**src/hdl/mts_pkg.sv**
```systemverilog
// shared types and constants of the masked topological sort block
package mts_pkg;

    localparam int ID_W   = 12;
    localparam int KIND_W = 3;
    localparam int CNT_W  = 13;

    localparam logic [KIND_W-1:0] KIND_ADD   = 3'd0;
    localparam logic [KIND_W-1:0] KIND_MARK  = 3'd1;
    localparam logic [KIND_W-1:0] KIND_EDGE  = 3'd2;
    localparam logic [KIND_W-1:0] KIND_RUN   = 3'd3;
    localparam logic [KIND_W-1:0] KIND_FETCH = 3'd4;
    localparam logic [KIND_W-1:0] KIND_CLEAR = 3'd5;

    typedef enum logic [4:0] {
        ST_RESET_CLR,
        ST_IDLE,
        ST_CLR_ITEM,
        ST_ADD_RD,
        ST_ADD_WR,
        ST_MARK_RD,
        ST_MARK_WR,
        ST_EDGE_CHK,
        ST_EDGE_FILL,
        ST_EDGE_WR,
        ST_FETCH_RD,
        ST_FETCH_DATA,
        ST_Z_RD,
        ST_Z_WR,
        ST_C_RD,
        ST_U,
        ST_LO,
        ST_HI,
        ST_E,
        ST_D,
        ST_W,
        ST_S_RD,
        ST_S_M,
        ST_S_W,
        ST_P_RD,
        ST_RESP
    } state_t;

    typedef enum logic [4:0] {
        OP_NONE,
        OP_CLEAR,
        OP_ACCEPT,
        OP_ADD_RD,
        OP_ADD_WR,
        OP_MARK_RD,
        OP_MARK_WR,
        OP_EDGE_CHK,
        OP_EDGE_FILL,
        OP_EDGE_WR,
        OP_FETCH_RD,
        OP_FETCH_DATA,
        OP_Z_RD,
        OP_Z_WR,
        OP_C_RD,
        OP_U,
        OP_LO,
        OP_HI,
        OP_E,
        OP_D,
        OP_W,
        OP_S_RD,
        OP_S_M,
        OP_S_W,
        OP_P_RD,
        OP_RESP
    } op_t;

    typedef struct packed {
        op_t  op;
        logic pop;
    } cmd_t;

    typedef struct packed {
        logic out_free;
        logic clr_last;
        logic edge_err;
        logic edge_fill;
        logic fill_last;
        logic i_end;
        logic range_empty;
        logic u_is_last;
        logic e_end;
        logic head_end;
    } sts_t;

endpackage

```
**src/hdl/mts_ctrl.sv**
```systemverilog
// controller state machine of the masked topological sort block
module mts_ctrl (
    input  logic                       clk,
    input  logic                       rst_n,
    input  logic                       item_valid,
    input  logic [mts_pkg::KIND_W-1:0] item_kind,
    output logic                       item_ready,
    input  mts_pkg::sts_t              sts,
    output mts_pkg::cmd_t              cmd
);
    import mts_pkg::*;

    state_t state_reg, state_next;
    logic   pop_reg, pop_next;

    always_ff @(posedge clk or negedge rst_n)
    begin
        if (!rst_n)
        begin
            state_reg <= ST_RESET_CLR;
            pop_reg   <= 1'b0;
        end
        else
        begin
            state_reg <= state_next;
            pop_reg   <= pop_next;
        end
    end

    always_comb
    begin
        state_next = state_reg;
        pop_next   = pop_reg;
        case (state_reg)
            ST_RESET_CLR: if (sts.clr_last) state_next = ST_IDLE;
            ST_IDLE:
            begin
                if (item_valid)
                begin
                    case (item_kind)
                        KIND_ADD:   state_next = ST_ADD_RD;
                        KIND_MARK:  state_next = ST_MARK_RD;
                        KIND_EDGE:  state_next = ST_EDGE_CHK;
                        KIND_RUN:   state_next = ST_Z_RD;
                        KIND_FETCH: state_next = ST_FETCH_RD;
                        KIND_CLEAR: state_next = ST_CLR_ITEM;
                        default:    state_next = ST_RESP;
                    endcase
                end
            end
            ST_CLR_ITEM:   if (sts.clr_last) state_next = ST_RESP;
            ST_ADD_RD:     state_next = ST_ADD_WR;
            ST_ADD_WR:     state_next = ST_RESP;
            ST_MARK_RD:    state_next = ST_MARK_WR;
            ST_MARK_WR:    state_next = ST_RESP;
            ST_EDGE_CHK:
            begin
                if (sts.edge_err)
                    state_next = ST_RESP;
                else if (sts.edge_fill)
                    state_next = ST_EDGE_FILL;
                else
                    state_next = ST_EDGE_WR;
            end
            ST_EDGE_FILL:  if (sts.fill_last) state_next = ST_EDGE_WR;
            ST_EDGE_WR:    state_next = ST_RESP;
            ST_FETCH_RD:   state_next = ST_FETCH_DATA;
            ST_FETCH_DATA: state_next = ST_RESP;
            ST_Z_RD:       state_next = sts.i_end ? ST_C_RD : ST_Z_WR;
            ST_Z_WR:       state_next = ST_Z_RD;
            ST_C_RD:
            begin
                pop_next   = 1'b0;
                state_next = sts.i_end ? ST_S_RD : ST_U;
            end
            ST_U:
            begin
                if (sts.range_empty)
                    state_next = pop_reg ? ST_P_RD : ST_C_RD;
                else
                    state_next = ST_LO;
            end
            ST_LO:         state_next = sts.u_is_last ? ST_E : ST_HI;
            ST_HI:         state_next = ST_E;
            ST_E:
            begin
                if (sts.e_end)
                    state_next = pop_reg ? ST_P_RD : ST_C_RD;
                else
                    state_next = ST_D;
            end
            ST_D:          state_next = ST_W;
            ST_W:          state_next = ST_E;
            ST_S_RD:       state_next = sts.i_end ? ST_P_RD : ST_S_M;
            ST_S_M:        state_next = ST_S_W;
            ST_S_W:        state_next = ST_S_RD;
            ST_P_RD:
            begin
                pop_next   = 1'b1;
                state_next = sts.head_end ? ST_RESP : ST_U;
            end
            ST_RESP:       if (sts.out_free) state_next = ST_IDLE;
            default:       state_next = ST_IDLE;
        endcase
    end

    always_comb
    begin
        cmd.pop    = pop_reg;
        item_ready = 1'b0;
        case (state_reg)
            ST_RESET_CLR:  cmd.op = OP_CLEAR;
            ST_IDLE:
            begin
                item_ready = 1'b1;
                cmd.op     = item_valid ? OP_ACCEPT : OP_NONE;
            end
            ST_CLR_ITEM:   cmd.op = OP_CLEAR;
            ST_ADD_RD:     cmd.op = OP_ADD_RD;
            ST_ADD_WR:     cmd.op = OP_ADD_WR;
            ST_MARK_RD:    cmd.op = OP_MARK_RD;
            ST_MARK_WR:    cmd.op = OP_MARK_WR;
            ST_EDGE_CHK:   cmd.op = OP_EDGE_CHK;
            ST_EDGE_FILL:  cmd.op = OP_EDGE_FILL;
            ST_EDGE_WR:    cmd.op = OP_EDGE_WR;
            ST_FETCH_RD:   cmd.op = OP_FETCH_RD;
            ST_FETCH_DATA: cmd.op = OP_FETCH_DATA;
            ST_Z_RD:       cmd.op = OP_Z_RD;
            ST_Z_WR:       cmd.op = OP_Z_WR;
            ST_C_RD:       cmd.op = OP_C_RD;
            ST_U:          cmd.op = OP_U;
            ST_LO:         cmd.op = OP_LO;
            ST_HI:         cmd.op = OP_HI;
            ST_E:          cmd.op = OP_E;
            ST_D:          cmd.op = OP_D;
            ST_W:          cmd.op = OP_W;
            ST_S_RD:       cmd.op = OP_S_RD;
            ST_S_M:        cmd.op = OP_S_M;
            ST_S_W:        cmd.op = OP_S_W;
            ST_P_RD:       cmd.op = OP_P_RD;
            ST_RESP:       cmd.op = sts.out_free ? OP_RESP : OP_NONE;
            default:       cmd.op = OP_NONE;
        endcase
    end

    a_resp_free: assert property (@(posedge clk) disable iff (!rst_n)
        cmd.op == OP_RESP |-> sts.out_free)
        else $error("result loaded while output register full");

    a_accept_leaves_idle: assert property (@(posedge clk) disable iff (!rst_n)
        item_valid && item_ready |=> state_reg != ST_IDLE)
        else $error("accepted beat did not start work");

endmodule

```
**config.mk**
```make
export PLATFORM = sky130hd
export DESIGN_NAME = mts_ctrl
export DESIGN_NICKNAME = d
export VERILOG_FILES = /design/src/hdl/mts_pkg.sv /design/src/hdl/mts_ctrl.sv
export SDC_FILE = /design/constraint.sdc
export NUM_CORES = 1
export LEC_CHECK = 0
export ABC_AREA = 0
export BUFFER_PORTS_ARGS = -buffer_cell sky130_fd_sc_hd__buf_2
export CAP_MARGIN = 20
export CELL_PAD_IN_SITES_DETAIL_PLACEMENT = 0
export CELL_PAD_IN_SITES_GLOBAL_PLACEMENT = 1
export CORE_ASPECT_RATIO = 1.25
export CORE_MARGIN = 10
export CORE_UTILIZATION = 33
export CTS_CLUSTER_DIAMETER = 80
export CTS_CLUSTER_SIZE = 20
export DETAILED_ROUTE_END_ITERATION = 8
export PLACE_DENSITY_LB_ADDON = 0.1
export SYNTH_ARGS = -nofsm -noshare
export SYNTH_HDL_FRONTEND = slang
export SYNTH_SLANG_ARGS = --single-unit
```
**constraint.sdc**
```tcl
create_clock -name clk -period 1.55 [get_ports clk]
set_input_delay 0.0775 -clock clk [delete_from_list [all_inputs] [get_ports clk]]
set_output_delay 0.0775 -clock clk [all_outputs]
set_load 0.05 [all_outputs]
```
==> results of run 1 <==
worst max-delay path, cell delays in order, from the launching register on:
cell and delay (ns):
dfrtp_1 0.43, buf_6 0.16, or3_4 0.36, nor4_1 0.39
buf_4 0.19, nor3_2 0.04, a21oi_1 0.16
stage by stage:
| stage | std cells | util | TNS [ns] | power [uW] |
|---|---|---|---|---|
| 2_1_floorplan | 134 | - | -0.2146 | 2090 |
| 3_3_place_gp | 220 | 0.5039 | -1.067 | 3191 |
| 3_5_place_dp | 220 | 0.5039 | -1.035 | 3206 |
| 4_1_cts | 231 | 0.5871 | -1.107 | 3876 |
| 5_1_grt | 236 | 0.6325 | -1.867 | 4581 |
| 6_report | 236 | 0.6325 | -1.370 | 4329 |
repair_timing:
action / in CTS / in global routing
gates resized for setup: 38 / 22
buffers inserted: 7 / 6
hold endpoints to repair: 6 / 0
pin swaps: 1 / 8
cloned: 0 / 1
endpoints found under the setup margin: 11 / 11
hold buffers: 1 / 0
cell usage in the layout, fill, tap and decap left out, types with 2 or more instances in the layout:
cell type / count
dfrtp_1: 2
nor2_4: 3
buf_6: 13
o21ai_1: 4
buf_2: 17
o32ai_1: 2
nor4b_2: 2
nor3_1: 3
buf_4: 43
nand2_1: 12
a21oi_2: 4
inv_1: 4
nor3_2: 4
nor2b_1: 4
and2_1: 3
o21ai_0: 5
nand3_1: 3
a21oi_1: 10
o21a_1: 2
nand2b_1: 3
nor2_1: 7
clkbuf_4: 4
a32o_1: 2
dfrtp_2: 4
layout make-up:
class                           instances  area [um2]  area share
Sequential cell                         6       155.1     0.09064
Clock buffer                            3       22.52     0.01316
Multi-Input combinational cell        111       880.8      0.5146
Inverter                                5       18.77     0.01096
Timing Repair Buffer                   77       591.8      0.3458
Tap cell                               34       42.54     0.02485
metal layers:
layer | wire length [um] | vias to the layer above | GRT usage
li1 | - | 654 | -
met2 | 2157 | 64 | 0.2552
met3 | 265 | 14 | 0.01966
met1 | 1671 | 685 | 0.1713
met5 | 0 | - | 0
met4 | 119 | 0 | 0.05967
cell families (layout without fill, tap and decap cells):
group | count (synthesis) | after routing | share of synthesized area
buf+inv | 17 | 85 | 0.08735
compound gates | 50 | 50 | 0.3764
mux | 2 | 2 | 0.02285
simple gates | 59 | 59 | 0.3522
flops | 6 | 6 | 0.1613
path summary, 6_finish.rpt:
path,to,slack (ns),cells past startpoint
setup / recovery,state_reg[2],-0.27,6
hold / removal,state_reg[4],0.11,2
setup reg to reg,state_reg[2],-0.27,6
hold reg to reg,pop_reg,0.66,3
max in group asynchronous,state_reg[1],1.21,2
min in group asynchronous,state_reg[3],0.18,2
synth_stat cells (2+ instances only):
master    number  area [um2]
o21ai_0        8       40.04
a211oi_1       2       15.01
inv_1          4       15.01
o21a_1         2       15.01
or3_1          2       12.51
dfrtp_1        6       150.1
nor4b_1        2       17.52
buf_2          5       25.02
nor2_1        10       37.54
nand2_1       13       48.80
clkbuf_1       4       15.01
a32o_1         2       20.02
nor2b_1        5       31.28
nor4_1         2       12.51
o21ai_1        3       15.01
nor3_1         7       35.03
and2_1         3       18.77
nand3_1        3       15.01
a21oi_1       14       70.07
a32oi_1        3       26.28
buf_4          3       22.52
o32ai_1        2       17.52
nand2b_1       4       25.02
power by group through the flow:
stage                     Clock [uW]  Sequential (uW)  Combinational, uW
after floorplan                    0              321               1770
after global placement             0              377               2810
after detailed placement           0              375               2830
after CTS                        152              369               3350
after global routing             155              368               4060
final                            146              360               3820
==> impl_metrics.json, run 1 <==
{
  "power.density_mw_per_mm2": 2529,
  "synthArstFlopShare": 1.000,
  "synth_warnings": 0,
  "leakagePower_uw": 0.0007402,
  "power.internal_uw": 2131,
  "p_sw_uw": 2198,
  "ant_nets": 0,
  "fmax_ghz": 0.5489,
  "routed_via_density": 6.004,
  "worst_ep_arrival_time_ns": 1.98,
  "grt_first_pass_wirelength_um": 6361,
  "wire_per_inst_um": 17.86,
  "power_frac_comb": 0.883,
  "drc": 0,
  "tightest_slew_ns": 0.4210,
  "dp_hpwl_um": 2986,
  "hold_ws_ns": 0.1094,
  "hold_class": "input pin to flip-flop",
  "diodes": 0,
  "synthDistinctLibCells": 48,
  "cts_root_buffer": "clkbuf_4",
  "syn-cell-area_um2": 930.9,
  "fin_nets": 220,
  "portBuffers": 22,
  "die_area_mm2": 0.005359,
  "cap_violations": 0,
  "die_x_um": 67.51,
  "period_minus_slack_ns": 1.822,
  "swShare": 0.5077,
  "crit_start": "state_reg[2]",
  "pwr-share-clk": 0.034,
  "hold_path.startpoint": "sts[9]",
  "synth_nets": 150,
  "ios": 23,
  "pwr-share-seq": 0.083,
  "clk_latency_ns": 0.25,
  "grt-ovfl-total": 0,
  "synth-edff-count": 0,
  "grt_use_total": 0.1465,
  "grt_setup_unrepaired": "true",
  "setup_ws_ns": -0.2717,
  "worstSetupPathType": "flip-flop to flip-flop",
  "antenna_found_initial": 0,
  "vdd_ir_drop_max_mv": 1.533,
  "gp_congestion": 0.9084,
  "syn_area_per_cell_um2": 6.947,
  "fin_crit_sh": 1.175,
  "ys_seq_area_frac": 0.1613,
  "critPathMaxFanout": 7,
  "cts_buffer_depth": 2,
  "design_area_mm2": 0.001712,
  "wl_um": 4214,
  "fillers": 227,
  "maxSlewViolCount": 0,
  "ys_seq_elements": 6,
  "synthFlopType": "dfrtp_1",
  "largest_reg_flops": 5,
  "cts_tree": "yes",
  "grt_pass1_vias": 1288,
  "endpoint_kind": "flip-flop",
  "htree_levels": 1,
  "place_ws_ns": -0.2484,
  "cts.sinks": 6,
  "grt_max_degree": 13,
  "dpl_cell_area_mm2": 0.001364,
  "hold_viol_final": 0,
  "drtPass1Iterations": 4,
  "required_ns": 1.71,
  "cp-start-kind": "flip-flop",
  "drt_iter0_markers": 92,
  "die_y_um": 79.38,
  "slew-limit-headroom": 0.7167,
  "r2r-start": "state_reg[2]",
  "synthCells": 134,
  "start_util": 0.3440,
  "status": "finished, violations left",
  "core-area_mm2": 0.002706,
  "fp-row-count": 21,
  "violations": "setup timing",
  "setup_viol": 10,
  "path_clk_slew_ns": 0.05,
  "drive_above_1_share": 0.5792,
  "fin_worst_skew_ns": 0.002513,
  "syn_to_final_growth_pct": 83.87,
  "cts-buffers-inserted": 3,
  "vias": 1417
}
(Power assumes the default switching activity.)
==> run 2, diff against run 1 <==
- CORE_UTILIZATION: 33 -> 40
- clock period: 1.55 -> 2.1 ns (I/O delays scaled with it)
==> run 2 against run 1 <==
Net effect: clock power is 25% lower; critical path type unchanged; sequential power is 6.4% lower; register-to-register slack better by 0.47 ns; largest power group unchanged; non-clock buffer count is 43 lower; wire length is 24% lower; the flow now finishes without violations; count of clock-buffer cells in the layout stayed put.
==> impl_metrics.json, run 2 (synthesized netlist as in run 1, its figures left out) <==
{
  "fin_crit_sh": 0.9045,
  "die_y_um": 73.94,
  "wl_um": 3219,
  "cap_violations": 0,
  "grt_use_total": 0.1386,
  "cts-buffers-inserted": 3,
  "period_minus_slack_ns": 1.900,
  "hold_end": "state_reg[4]",
  "ios": 23,
  "fmax_ghz": 0.5265,
  "dp_cells": 186,
  "cts.sinks": 6,
  "htree_levels": 1,
  "tightest_slew_ns": 0.5004,
  "grt_setup_unrepaired": "false",
  "dp_hpwl_um": 2543,
  "cts_tree": "yes",
  "cts_buffer_depth": 2,
  "setup_viol": 0,
  "drt_iter0_markers": 60,
  "fin_util": 0.5167,
  "syn_to_final_growth_pct": 22.72,
  "fin_nets": 177,
  "drtPass1Iterations": 4,
  "cts_root_buffer": "clkbuf_4",
  "maxSlewViolCount": 0,
  "drc": 0,
  "leakagePower_uw": 0.0004745,
  "endpoint_kind": "flip-flop",
  "r2r_slack_ns": 0.20,
  "required_ns": 2.22,
  "r2r-start": "state_reg[4]",
  "fin_worst_skew_ns": 0.002021,
  "antenna_found_initial": 0,
  "grt_first_pass_wirelength_um": 5416,
  "postCtsSetupBuffers": 0,
  "portBuffers": 22,
  "gp_congestion": 0.9329,
  "cp-start-kind": "flip-flop",
  "die_x_um": 63.15,
  "critPathMaxFanout": 9,
  "grt-ovfl-total": 0,
  "vias": 1151,
  "setup-tns-final_ns": 0,
  "final_common_cell": "buf_2",
  "clk_latency_ns": 0.25,
  "die_area_mm2": 0.004669,
  "largest_reg_flops": 5,
  "diodes": 0,
  "power.density_mw_per_mm2": 1794,
  "vdd_ir_drop_max_mv": 0.6957,
  "final_cells": 190,
  "worstSetupPathType": "flip-flop to flip-flop",
  "routed_via_density": 6.058,
  "wire_per_inst_um": 16.94,
  "final_cell_mix": "22 x buf_2, 14 x a21oi_1, 13 x nand2_1",
  "fp-row-count": 19,
  "hold_viol_final": 0,
  "path_clk_slew_ns": 0.05,
  "hold_class": "input pin to flip-flop",
  "grt_max_degree": 16,
  "hold_path.startpoint": "sts[9]",
  "hold_depth": 2,
  "worst_ep_arrival_time_ns": 2.02,
  "status": "finished clean",
  "timing.rr.end": "state_reg[0]",
  "slew-limit-headroom": 0.6617,
  "reg2reg_depth": 6,
  "drive_above_1_share": 0.2893,
  "ant_nets": 0,
  "start_util": 0.4211,
  "grt_pass1_vias": 1112,
  "core-area_mm2": 0.002211
}
run 2: cell count changes in the layout (fill, tap and decap cells not counted), moves of 3 or more:
cell,before,now
a21oi_1,10,14
a21oi_2,4,0
buf_2,17,22
buf_4,43,11
buf_6,13,0
dfrtp_1,2,5
dfrtp_2,4,1
nor2_4,3,0
nor3_1,3,7
nor3_2,4,0
run 2: timing repair:
action / CTS / global route
hold buffers: 1 / 0
gates resized for setup: 0 / 3
setup endpoints to repair: 0 / 3
endpoints found under the hold margin: 6 / 0
run 2: layout make-up:
type,instances,area (um2)
timing repair buffer,34,202.7
inverter,5,18.77
multi-input combinational,111,708.2
tap,31,38.79
clock buffer,3,22.52
sequential,6,151.4
fill,241,1069
run 2: power breakdown:
group          internal, uW  switching [uW]
logic                   601            1000
clock network          64.9            45.1
registers               174             163
total                   840            1210
run 2: worst max path at each step:
stage                         to          from  depth (start not counted)
global route        state_reg[0]  state_reg[2]                          5
finish              state_reg[0]  state_reg[4]                          6
global placement    state_reg[0]  state_reg[2]                          5
detailed placement  state_reg[0]  state_reg[2]                          5
CTS                 state_reg[0]  state_reg[2]                          5
floorplan                 cmd[2]  state_reg[0]                          4
run 2: metrics by stage:
stage / area [um2] / hold slack (ns) / worst slack (ns) / total power, uW
final: 1142 / 0.1090 / 0.2005 / 2049
after global placement: 1100 / -0.06035 / 0.1476 / 1908
after global routing: 1142 / 0.1048 / 0.03378 / 2239
after detailed placement: 1100 / -0.05820 / 0.1480 / 1910
after CTS: 1132 / 0.1071 / 0.1258 / 2029
after floorplan: 930.9 / -0.1906 / 0.1772 / 1475
run 2: metal layers:
layer | global-route usage | vias to the layer above | share of wire
li1 | - | 562 | -
met1 | 0.1723 | 532 | 0.42
met2 | 0.2271 | 51 | 0.48
met3 | 0.03604 | 6 | 0.081
met4 | 0.04975 | 0 | 0.020
met5 | 0 | - | 0
run 2: critical path: stages (launching register included):
cell and delay [ns]:
dfrtp_1 0.50, buf_4 0.23, nand2_1 0.15, o32ai_2 0.12, or2_4 0.29, nor4_1 0.34, a22oi_1 0.14
==> run 3, diff against run 2 <==
- REMOVE_ABC_BUFFERS: not set -> 1
==> run 3 against run 2 <==
Net effect: wire length is 1.6% higher; sequential power is 5% higher; largest power group unchanged; count of clock-buffer cells in the layout stayed put; combinational power is 3% lower; cell count stayed put; non-clock buffer count stayed put; global-route usage is 0.49 points higher; clock power is 5% higher; highest routed layer unchanged; sequential cell count stayed put; first-iteration DRC count is 40% higher.
==> impl_metrics.json, run 3 (synthesized netlist as in run 1, its figures left out) <==
{
  "worstPathCellList": "buf_4 -> nor3_2 -> o32ai_2 -> or2_4 -> nor4_1 -> a22oi_1",
  "hold_end": "state_reg[4]",
  "worstSetupPathType": "flip-flop to flip-flop",
  "drt_iter0_markers": 84,
  "multi_input_area_um2": 699.4,
  "power_frac_comb": 0.768,
  "core-area_mm2": 0.002211,
  "cap_violations": 0,
  "start_util": 0.4211,
  "fin_worst_skew_ns": 0.005444,
  "drive_above_1_share": 0.2767,
  "dp_hpwl_um": 2557,
  "worst_path_max_delay_cell": "dfrtp_1",
  "critPathBufInv": 1,
  "required_ns": 2.23,
  "worst_ep_arrival_time_ns": 2.18,
  "cts_tree": "yes",
  "cts_root_buffer": "clkbuf_4",
  "ios": 23,
  "fmax_ghz": 0.4873,
  "period_minus_slack_ns": 2.052,
  "hold_path.startpoint": "sts[9]",
  "die_area_mm2": 0.004669,
  "path_clk_slew_ns": 0.05,
  "ant_nets": 0,
  "drtPass1Iterations": 4,
  "reg2reg_depth": 6,
  "final_cell_mix": "22 x buf_2, 14 x a21oi_1, 13 x nand2_1",
  "syn_to_final_growth_pct": 21.64,
  "vias": 1165,
  "grt_pass1_vias": 1144,
  "endpoint_kind": "flip-flop",
  "timing.rr.end": "state_reg[0]",
  "p_sw_uw": 1198,
  "setup-tns-final_ns": 0,
  "grt_first_pass_wirelength_um": 5526,
  "grt_use_total": 0.1435,
  "fin_crit_sh": 0.9771,
  "critPathMaxFanout": 8,
  "setup_viol": 0,
  "drc": 0,
  "hold_class": "input pin to flip-flop",
  "die_x_um": 63.15,
  "fin_nets": 177,
  "antenna_found_initial": 0,
  "die_y_um": 73.94,
  "clk_latency_ns": 0.26,
  "place_ws_ns": 0.1213,
  "crit_family": "simple AND/OR/NAND/NOR gates",
  "grt-ovfl-total": 0,
  "status": "finished clean",
  "swShare": 0.5922,
  "htree_levels": 1,
  "cpPeakStageDelay_ns": 0.47,
  "r2r_slack_ns": 0.05,
  "cts-buffers-inserted": 3,
  "power.internal_uw": 825.1,
  "r2r-start": "state_reg[1]",
  "tightest_slew_ns": 0.5499,
  "grt_max_degree": 17,
  "cts_buffer_depth": 2,
  "wire_per_inst_um": 17.21,
  "gp_congestion": 0.8700,
  "final-seq-area_um2": 150.1,
  "cts_resized": 0,
  "power.density_mw_per_mm2": 1787,
  "slew-limit-headroom": 0.6282,
  "vdd_ir_drop_max_mv": 0.7146,
  "routed_via_density": 6.132,
  "fillers": 241,
  "final_common_cell": "buf_2",
  "cp-start-kind": "flip-flop",
  "cts.sinks": 6,
  "fin_util": 0.5122,
  "grt_setup_unrepaired": "false",
  "fp-row-count": 19,
  "setup_ws_ns": 0.04805,
  "leakagePower_uw": 0.0004757,
  "wl_um": 3269,
  "hold_viol_final": 0,
  "pwr-share-seq": 0.175,
  "hold_depth": 2,
  "largest_reg_flops": 5,
  "portBuffers": 22,
  "maxSlewViolCount": 0,
  "pwr-share-clk": 0.057,
  "diodes": 0
}
==> run 3: cell counts in the layout (fill, tap and decap cells not counted) <==
Identical to the previous run, type by type.
==> run 3: per-stage QoR <==
stage	hold slack [ns]	cell area (um2)	total power (uW)	cells
3_5_place_dp	-0.06013	1100	1886	186
5_1_grt	0.1065	1132	2190	190
2_1_floorplan	-0.1906	868.3	1381	122
3_3_place_gp	-0.06031	1100	1899	186
4_1_cts	0.09771	1132	2007	190
6_report	0.09780	1132	2024	190
==> run 3: how the worst max path moves through the flow <==
stage                         to    startpoint  cells after the start
floorplan                 cmd[2]  state_reg[4]                      3
global placement    state_reg[0]  state_reg[1]                      6
detailed placement  state_reg[0]  state_reg[1]                      6
CTS                 state_reg[0]  state_reg[1]                      6
global route              cmd[4]  state_reg[2]                      4
finish              state_reg[0]  state_reg[1]                      6
==> run 3: layout make-up <==
cell class / count / area share
Clock buffer: 3 / 0.01989
Inverter: 5 / 0.01657
Multi-Input combinational cell: 111 / 0.6177
Sequential cell: 6 / 0.1326
Tap cell: 31 / 0.03425
Timing Repair Buffer: 34 / 0.1790
==> run 3: what timing repair did <==
action | CTS | global route
hold endpoints to repair | 6 | 0
hold buffers | 1 | 0
buffers inserted | 0 | 0
==> run 3: per-layer routing <==
metal  track usage  up-vias  routed length, um
met2        0.2486       55               1611
met3       0.03303        6                254
li1              -      565                  -
met1        0.1711      539               1343
met5             0        -                  0
met4       0.04975        0                 60
==> run 3: power by group through the flow <==
stage	Combinational (uW)	Clock (uW)	Sequential [uW]
final	1550	115	354
after CTS	1550	113	346
after global routing	1690	123	375
after global placement	1560	0	344
after detailed placement	1540	0	347
after floorplan	990	0	391
